### config.mk
export PLATFORM = sky130hd
export DESIGN_NAME = utf8_to_ucs2_decoder_top_flat
export DESIGN_NICKNAME = d
export VERILOG_FILES = /design/src/design/utd_pkg.sv /design/src/design/utd_if.sv /design/src/design/utd_step.sv /design/src/design/utd_queue.sv /design/src/design/utf8_to_ucs2_decoder_top.sv /design/src/flat_wrapper.sv
export SDC_FILE = /design/constraint.sdc
export NUM_CORES = 1
export LEC_CHECK = 0
export ABC_AREA = 1
export BUFFER_PORTS_ARGS = -buffer_cell sky130_fd_sc_hd__buf_2
export CORE_ASPECT_RATIO = 0.8
export CORE_MARGIN = 4
export CORE_UTILIZATION = 55
export CTS_CLUSTER_DIAMETER = 30
export DETAILED_ROUTE_END_ITERATION = 10
export PLACE_DENSITY = 0.74
export SYNTH_ARGS = -nofsm -noshare
export SYNTH_HDL_FRONTEND = slang
export SYNTH_SLANG_ARGS = --single-unit
export TNS_END_PERCENT = 100
### constraint.sdc
create_clock -name clk -period 9.4 [get_ports clk]
set_clock_uncertainty 0.15 [all_clocks]
set_input_delay 1.88 -clock clk [delete_from_list [all_inputs] [get_ports clk]]
set_output_delay 1.88 -clock clk [all_outputs]
set_load 0.02 [all_outputs]
### src/design/utd_pkg.sv
// Types and constants shared by the UTF-8 to UCS-2 decoder.
// No dependencies; compiled first.
package utd_pkg;

  localparam logic [7:0]  ASCII_LIMIT   = 8'h80;
  localparam logic [7:0]  MASK_LEAD2    = 8'hE0;
  localparam logic [7:0]  CODE_LEAD2    = 8'hC0;
  localparam logic [7:0]  MASK_LEAD3    = 8'hF0;
  localparam logic [7:0]  CODE_LEAD3    = 8'hE0;
  localparam logic [7:0]  MASK_LEAD4    = 8'hF8;
  localparam logic [7:0]  CODE_LEAD4    = 8'hF0;
  localparam logic [7:0]  PAYLOAD_LEAD2 = 8'h1F;
  localparam logic [7:0]  PAYLOAD_LEAD3 = 8'h0F;
  localparam logic [7:0]  PAYLOAD_CONT  = 8'h3F;
  localparam logic [1:0]  PEND_LEAD2    = 2'd1;
  localparam logic [1:0]  PEND_LEAD3    = 2'd2;
  localparam logic [1:0]  PEND_LEAD4    = 2'd3;
  localparam logic [15:0] CHAR_LIMIT_RST = 16'hFFFF;

  localparam int QUEUE_DEPTH = 4;
  localparam int QUEUE_AW    = $clog2(QUEUE_DEPTH);

  typedef struct packed {
    logic [1:0]  bytes_pending;
    logic        skipping;
    logic [15:0] partial_value;
    logic [15:0] chars_done;
  } utd_state_t;

  typedef struct packed {
    logic [15:0] code_unit;
    logic        last;
  } utd_word_t;

  // Up to two words per byte; the second one is always the terminator.
  typedef struct packed {
    logic [1:0] count;
    utd_word_t  first;
  } utd_res_t;

  localparam utd_word_t TERM_WORD = '{code_unit: 16'h0000, last: 1'b1};

endpackage

### src/design/utd_if.sv
// Valid/ready channel interfaces of the decoder: byte input, word output,
// configuration write. Depends on nothing.
interface utd_in_if;
  logic       valid;
  logic       ready;
  logic [7:0] in_byte;
  modport source (output valid, output in_byte, input ready);
  modport sink   (input valid, input in_byte, output ready);
endinterface

interface utd_out_if;
  logic        valid;
  logic        ready;
  logic [15:0] code_unit;
  logic        last;
  modport source (output valid, output code_unit, output last, input ready);
  modport sink   (input valid, input code_unit, input last, output ready);
endinterface

interface utd_cfg_if;
  logic        valid;
  logic        ready;
  logic [15:0] char_limit;
  modport source (output valid, output char_limit, input ready);
  modport sink   (input valid, input char_limit, output ready);
endinterface

### src/design/utd_step.sv
// Decode logic for one byte: next string state and the words it emits.
// Depends on utd_pkg.
module utd_step import utd_pkg::*; (
  input  utd_state_t  st,
  input  logic [7:0]  in_byte,
  input  logic [15:0] char_limit,
  output utd_state_t  st_nxt,
  output utd_res_t    res
);

  always_comb begin
    logic [15:0] chars_inc;
    logic [1:0]  pend_dec;
    logic [15:0] pv_shift;
    logic        count_en;
    logic        emit_unit;
    logic [15:0] unit;
    logic        term;
    logic        forced;

    chars_inc = st.chars_done + 16'd1;
    pend_dec  = st.bytes_pending - 2'd1;
    pv_shift  = st.skipping ? st.partial_value
                            : {st.partial_value[9:0], in_byte[5:0] & PAYLOAD_CONT[5:0]};
    st_nxt    = st;
    count_en  = 1'b0;
    emit_unit = 1'b0;
    unit      = 16'h0000;
    term      = 1'b0;

    if (st.bytes_pending != 2'd0) begin
      st_nxt.bytes_pending = pend_dec;
      st_nxt.partial_value = pv_shift;
      if (pend_dec == 2'd0) begin
        emit_unit            = !st.skipping;
        unit                 = pv_shift;
        count_en             = 1'b1;
        st_nxt.skipping      = 1'b0;
        st_nxt.partial_value = 16'h0000;
      end
    end else begin
      priority if (in_byte == 8'h00) begin
        term = 1'b1;
      end else if (in_byte < ASCII_LIMIT) begin
        emit_unit = 1'b1;
        unit      = {8'h00, in_byte};
        count_en  = 1'b1;
      end else if ((in_byte & MASK_LEAD2) == CODE_LEAD2) begin
        st_nxt.partial_value = {8'h00, in_byte & PAYLOAD_LEAD2};
        st_nxt.bytes_pending = PEND_LEAD2;
      end else if ((in_byte & MASK_LEAD3) == CODE_LEAD3) begin
        st_nxt.partial_value = {8'h00, in_byte & PAYLOAD_LEAD3};
        st_nxt.bytes_pending = PEND_LEAD3;
      end else if ((in_byte & MASK_LEAD4) == CODE_LEAD4) begin
        st_nxt.skipping      = 1'b1;
        st_nxt.bytes_pending = PEND_LEAD4;
      end else begin
        count_en = 1'b1;
      end
    end

    forced = count_en && (chars_inc >= char_limit);
    if (count_en) begin
      st_nxt.chars_done = chars_inc;
    end
    if (term || forced) begin
      st_nxt = '0;
    end

    res.count           = {1'b0, emit_unit} + {1'b0, term || forced};
    res.first.code_unit = emit_unit ? unit : 16'h0000;
    res.first.last      = !emit_unit && (term || forced);
  end

endmodule

### src/design/utd_queue.sv
// Four-entry result queue: takes up to two words per cycle, gives one while the output is ready.
// Depends on utd_pkg.
module utd_queue import utd_pkg::*; (
  input  logic      clk,
  input  logic      rst_n,
  input  utd_res_t  push,
  output logic      room,
  output logic      out_valid,
  input  logic      out_ready,
  output utd_word_t out_word
);

  utd_word_t             mem_r [QUEUE_DEPTH];
  logic [QUEUE_AW-1:0]   wr_ptr_r, wr_ptr_nxt;
  logic [QUEUE_AW-1:0]   rd_ptr_r, rd_ptr_nxt;
  logic [QUEUE_AW:0]     cnt_r, cnt_nxt;
  logic                  pop;

  assign pop        = (cnt_r != '0) && out_ready;
  assign out_valid  = (cnt_r != '0);
  assign out_word   = mem_r[rd_ptr_r];
  assign room       = (cnt_r <= (QUEUE_AW+1)'(QUEUE_DEPTH - 2));
  assign wr_ptr_nxt = wr_ptr_r + QUEUE_AW'(push.count);
  assign rd_ptr_nxt = rd_ptr_r + QUEUE_AW'(pop);
  assign cnt_nxt    = cnt_r + (QUEUE_AW+1)'(push.count) - (QUEUE_AW+1)'(pop);

  always_ff @(posedge clk) begin
    if (push.count != 2'd0) begin
      mem_r[wr_ptr_r] <= push.first;
    end
    if (push.count == 2'd2) begin
      mem_r[wr_ptr_r + QUEUE_AW'(1)] <= TERM_WORD;
    end
  end

  always_ff @(posedge clk) begin
    if (!rst_n) begin
      wr_ptr_r <= '0;
      rd_ptr_r <= '0;
      cnt_r    <= '0;
    end else begin
      wr_ptr_r <= wr_ptr_nxt;
      rd_ptr_r <= rd_ptr_nxt;
      cnt_r    <= cnt_nxt;
    end
  end

endmodule

### src/design/utf8_to_ucs2_decoder_top.sv
// Top level of the UTF-8 to UCS-2 decoder.
// Depends on utd_pkg, utd_if, utd_step, utd_queue.
// Takes one byte per clock unless stalled. Each accepted byte is held in the
// input register, then a single pass of decode logic updates the string state
// and pushes zero, one or two words into a four-entry result queue, which the
// output channel drains one word per clock while the output is ready. Input
// stalls only while the queue has fewer than two free entries, so with the
// output always ready it stalls only once two-word results fill the queue. A
// byte that completes a character at the char_limit limit yields its code unit
// followed directly by the terminator; a skipped or invalid character there
// yields the terminator alone.
// char_limit resets to 65535 and may be written only while the block is idle.
module utf8_to_ucs2_decoder_top import utd_pkg::*; (
  input  logic  clk,
  input  logic  rst_n,
  utd_in_if.sink    in_ch,
  utd_out_if.source out_ch,
  utd_cfg_if.sink   cfg_ch
);

  logic        byte_vld_r, byte_vld_nxt;
  logic [7:0]  byte_r;
  logic [15:0] char_limit_r;
  utd_state_t  st_r, st_nxt;
  utd_state_t  step_st;
  utd_res_t    step_res, push;
  utd_word_t   out_word;
  logic        room;
  logic        adv;
  logic        in_fire;

  assign adv          = byte_vld_r && room;
  assign in_ch.ready  = !byte_vld_r || room;
  assign in_fire      = in_ch.valid && in_ch.ready;
  assign byte_vld_nxt = in_fire || (byte_vld_r && !adv);
  assign cfg_ch.ready = 1'b1;

  utd_step u_step (
    .st         (st_r),
    .in_byte    (byte_r),
    .char_limit (char_limit_r),
    .st_nxt     (step_st),
    .res        (step_res)
  );

  assign st_nxt = adv ? step_st : st_r;

  always_comb begin
    push = step_res;
    if (!adv) begin
      push.count = 2'd0;
    end
  end

  utd_queue u_queue (
    .clk       (clk),
    .rst_n     (rst_n),
    .push      (push),
    .room      (room),
    .out_valid (out_ch.valid),
    .out_ready (out_ch.ready),
    .out_word  (out_word)
  );

  assign out_ch.code_unit = out_word.code_unit;
  assign out_ch.last      = out_word.last;

  always_ff @(posedge clk) begin
    if (in_fire) begin
      byte_r <= in_ch.in_byte;
    end
  end

  always_ff @(posedge clk) begin
    if (!rst_n) begin
      byte_vld_r   <= 1'b0;
      st_r         <= '0;
      char_limit_r <= CHAR_LIMIT_RST;
    end else begin
      byte_vld_r <= byte_vld_nxt;
      st_r       <= st_nxt;
      if (cfg_ch.valid && cfg_ch.ready) begin
        char_limit_r <= cfg_ch.char_limit;
      end
    end
  end

endmodule

### src/flat_wrapper.sv
// flat-port wrapper written by rule: the top's interface ports become plain ports
module utf8_to_ucs2_decoder_top_flat import utd_pkg::*;
  (clk, rst_n, in_ch_valid, in_ch_in_byte, in_ch_ready, out_ch_valid, out_ch_code_unit, out_ch_last, out_ch_ready, cfg_ch_valid, cfg_ch_char_limit, cfg_ch_ready);
  utd_in_if in_ch_i ();
  utd_out_if out_ch_i ();
  utd_cfg_if cfg_ch_i ();
  input  logic clk;
  input  logic rst_n;
  input wire logic [$bits(in_ch_i.valid)-1:0] in_ch_valid;
  input wire logic [$bits(in_ch_i.in_byte)-1:0] in_ch_in_byte;
  output wire logic [$bits(in_ch_i.ready)-1:0] in_ch_ready;
  output wire logic [$bits(out_ch_i.valid)-1:0] out_ch_valid;
  output wire logic [$bits(out_ch_i.code_unit)-1:0] out_ch_code_unit;
  output wire logic [$bits(out_ch_i.last)-1:0] out_ch_last;
  input wire logic [$bits(out_ch_i.ready)-1:0] out_ch_ready;
  input wire logic [$bits(cfg_ch_i.valid)-1:0] cfg_ch_valid;
  input wire logic [$bits(cfg_ch_i.char_limit)-1:0] cfg_ch_char_limit;
  output wire logic [$bits(cfg_ch_i.ready)-1:0] cfg_ch_ready;
  assign in_ch_i.valid = in_ch_valid;
  assign in_ch_i.in_byte = in_ch_in_byte;
  assign in_ch_ready = in_ch_i.ready;
  assign out_ch_valid = out_ch_i.valid;
  assign out_ch_code_unit = out_ch_i.code_unit;
  assign out_ch_last = out_ch_i.last;
  assign out_ch_i.ready = out_ch_ready;
  assign cfg_ch_i.valid = cfg_ch_valid;
  assign cfg_ch_i.char_limit = cfg_ch_char_limit;
  assign cfg_ch_ready = cfg_ch_i.ready;
  utf8_to_ucs2_decoder_top u_core (.clk(clk), .rst_n(rst_n), .in_ch(in_ch_i), .out_ch(out_ch_i), .cfg_ch(cfg_ch_i));
endmodule
==> summary.md <==
| Metric | Value |
|---|---|
| DR WL/cell | 15.16 um |
| Die Y | 104.0 um |
| Worst EP arrival | 5210 ps |
| Syn_area_per_cell | 7.521 um2 |
| Worst skew pair latency | 400 ps |
| I/O Buffers | 47 |
| Worst-margin pin slew | 1257 ps |
| #FFs+latches synth | 131 |
| Worst Reg-to-Reg Cells | 24 |
| Clk buf depth | 2 |
| TritonCTS buffer count | 17 |
| Cell variety after synth | 39 |
| Number of max-cap violations | 0 |
| Power Total | 1911 uW |
| Area grow syn2layout | 12.55% |
| Most frequent cells in the layout | dfxtp_1 (123), nand2_1 (117), a21oi_1 (117) |
| GRT Total Usage | 0.2402 |
| Max-slew headroom | 0.1591 |
| Vias in the first global route | 5,384 |
| Drt total wl | 15,450 um |
| Required @ worst endpoint | 9520 ps |
| First-pass GRT wire length | 26,420 um |
| Via count | 5,836 |
| Filler cell count | 954 |
| H-tree levels | 4 |
| Routed vias/inst | 5.727 |
| Drt pass-1 iters | 5 |
| Root buf cell | clkbuf_16 |
| Post-DP HPWL | 10,500 um |
| Worst VDD drop | 155.3 uV |
| Crit path max-delay cell type | nor3_4 |
| Ys Warns | 0 |
| Most common library cell in the layout ignoring fill and taps | dfxtp_1 |
| Row cnt | 34 |
| Min Tclk post-route | 5096 ps |
| Chip width | 128.0 um |
| Final Hold Viols | 0 |
| GP Congestion | 0.9584 |
| DRT antenna net count | 0 |
| Cell Pwr Density | 268.2 mW/mm2 |
| Post-Layout Inst Area | 0.007127 mm2 |
| Crit path top cell by count | nand2_1 |
| Seq/Total Area, Yosys | 0.4268 |
| Hold Crit Class | reg2reg |
| Boundary Pins | 49 |
| Net count, final | 916 |
| Period Utilization, post-route | 0.5422 |
| Multi-input logic area | 0.003093 mm2 |
| Setup slack at placement | 4427 ps |
| CP max stage delay | 960 ps |
| Setup repair after global routing missed its margin | no |
| TritonCTS clock tree | yes |
| Share of layout cells above drive strength 1 | 0.1177 |
| DRC Markers | 0 |
| Post-DP Area | 0.006534 mm2 |
| Static leakage | 0.003130 uW |
| Setup violations, final | 0 |
| CP startpoint kind | flop |
| WS Path Type | reg2reg |
| Fmax | 196.2 MHz |
| Initial DRC Count | 461 |
| Final Slew Violations | 0 |
| CP Cell Sequence | ha_1 -> nand2_1 -> nor2_1 -> nand2_1 -> nor2_1 -> nand4_1 -> xor2_1 -> inv_1 -> ha_1 -> nand2_1 -> a21oi_1 -> nor2_1 -> nand2_1 -> nor2_1 -> nand2_1 -> nand2_1 -> inv_1 -> ha_1 -> nor2_2 -> nor2_2 -> nor3_4 -> inv_1 -> nand2_1 -> nand3_1 |
| FF-to-FF End | u_core.u_queue.mem_r[3][0] |
| Worst reg2reg startpoint | u_core.st_r[0] |
| Starting density of the core | 0.5725 |
| Sink Count | 131 |
| # resized after CTS | 0 |
| Grt ovf | 0 |
| Core Util, Final | 0.6443 |
| FF-to-FF setup slack | 4300 ps |
| Status | finished, final reports clean |
| Largest net degree at the start of global routing | 46 |
| Cell area after synthesis | 0.006332 mm2 |
| Reg area | 0.002703 mm2 |
| CP endpoint | u_core.u_queue.mem_r[3][0] |
| Worst Setup End Kind | flop |
| Worst setup margin | 4304 ps |
| Setup TNS Final | 0 ps |
| Crit Path Max Fanout | 33 |
| # diodes | 0 |
| Worst-path clk slew | 60 ps |
| Hold-fix buffers, CTS | 0 |
| Initial antenna violation count | 0 |
| Core footprint | 0.01106 mm2 |
| Syn_nets | 896 |
| Die area | 0.01330 mm2 |
| Gate Count Post-Synth | 842 |
| Critical Path Start | u_core.st_r[0] |
| Setup Fix Bufs, Post-CTS | 0 |
how the worst min path moves through the flow:
stage / cells after the start / to / start
after floorplan: 2 / u_core.u_queue.mem_r[1][0] / u_core.u_queue.mem_r[1][0]
after global placement: 2 / u_core.u_queue.mem_r[2][0] / u_core.u_queue.mem_r[2][0]
after detailed placement: 2 / u_core.u_queue.mem_r[3][0] / u_core.u_queue.mem_r[3][0]
after CTS: 2 / u_core.st_r[25] / u_core.st_r[25]
after global routing: 2 / u_core.char_limit_r[4] / u_core.char_limit_r[4]
final: 2 / u_core.char_limit_r[4] / u_core.char_limit_r[4]
logic make-up (layout without fill, tap and decap cells):
kind of cell               count (synthesis)  count (layout)  synth area share
DFF                                      131             131            0.4268
buffers and inverters                    129             162           0.08476
xor gates and xnor gates                  18              18           0.02490
adders and majority gates                 25              25           0.05058
other                                      1               1         0.0005922
muxes                                      2               2          0.003162
AOI/OAI and AO/OA                        275             275            0.2262
and+or+nand+nor                          261             261            0.1830
stage by stage:
step	instances	hold WS, ps
4_1_cts	1019	315.9
3_5_place_dp	987	303.5
6_report	1019	317.5
3_3_place_gp	987	286.6
5_1_grt	1019	346.0
2_1_floorplan	842	273.6
area by class of cell:
class                      instances  area share
tap                              144     0.02528
inverter                          80     0.04213
clock inverter                    14     0.02159
clock buffer                      18     0.06162
multi-input combinational        582      0.4340
timing repair buffer              50     0.03617
sequential                       131      0.3792
synthesized netlist by cell type (all sizes together):
cell    count  share of area
a21boi      1         0.0012
xnor2       8          0.011
ha         24          0.047
nand3b      1         0.0012
o21ai     129           0.10
clkbuf     31          0.018
o22ai      18          0.018
conb        1        0.00059
a21oi     119          0.095
a21o        1         0.0012
buf        18          0.019
nor3       10          0.016
a31oi       1        0.00099
fa          1         0.0032
nand4      20          0.020
mux2i       2         0.0032
edfxtp      8          0.038
o32a        1         0.0016
a22oi       3         0.0036
inv        79          0.047
a211oi      1         0.0012
clkinv      1        0.00059
xor2       10          0.014
a32o        1         0.0016
nand3      22          0.017
dfxtp     123           0.39
nor2       88          0.057
nand2     120          0.072
routing by layer:
layer  share of wire  track usage  vias to the layer above  wire, um
li1                -            -                     2890         -
met1            0.48       0.3504                     2698      7428
met2            0.43       0.3546                      234      6698
met3           0.077      0.06725                       14      1187
met4          0.0085      0.04924                        0       131
met5               0            0                        -         0
power breakdown:
part | leakage [uW] | internal [uW] | switching (uW)
combinational | 0.00175 | 189 | 340
clock | 0.000291 | 400 | 253
sequential | 0.00109 | 663 | 66.1
total | 0.00313 | 1250 | 659
critical path: cells and delay by family, from the launching register on:
family	cells	cell delay (ps)
AOI/OAI and AO/OA	1	40
xor gates and xnor gates	1	160
adders and majority gates	3	860
buffers and inverters	3	390
DFF	1	400
and+or+nand+nor	16	2970
flip-flops by register name, summed over array words and instances, names as in the netlist:
register / cells
u_core.byte_r: 8
u_core.byte_vld_r: 1
u_core.char_limit_r: 16
u_core.st_r: 31
u_core.u_queue.cnt_r: 3
u_core.u_queue.mem_r: 68
u_core.u_queue.rd_ptr_r: 2
u_core.u_queue.wr_ptr_r: 2
(Power assumes the default switching activity.)
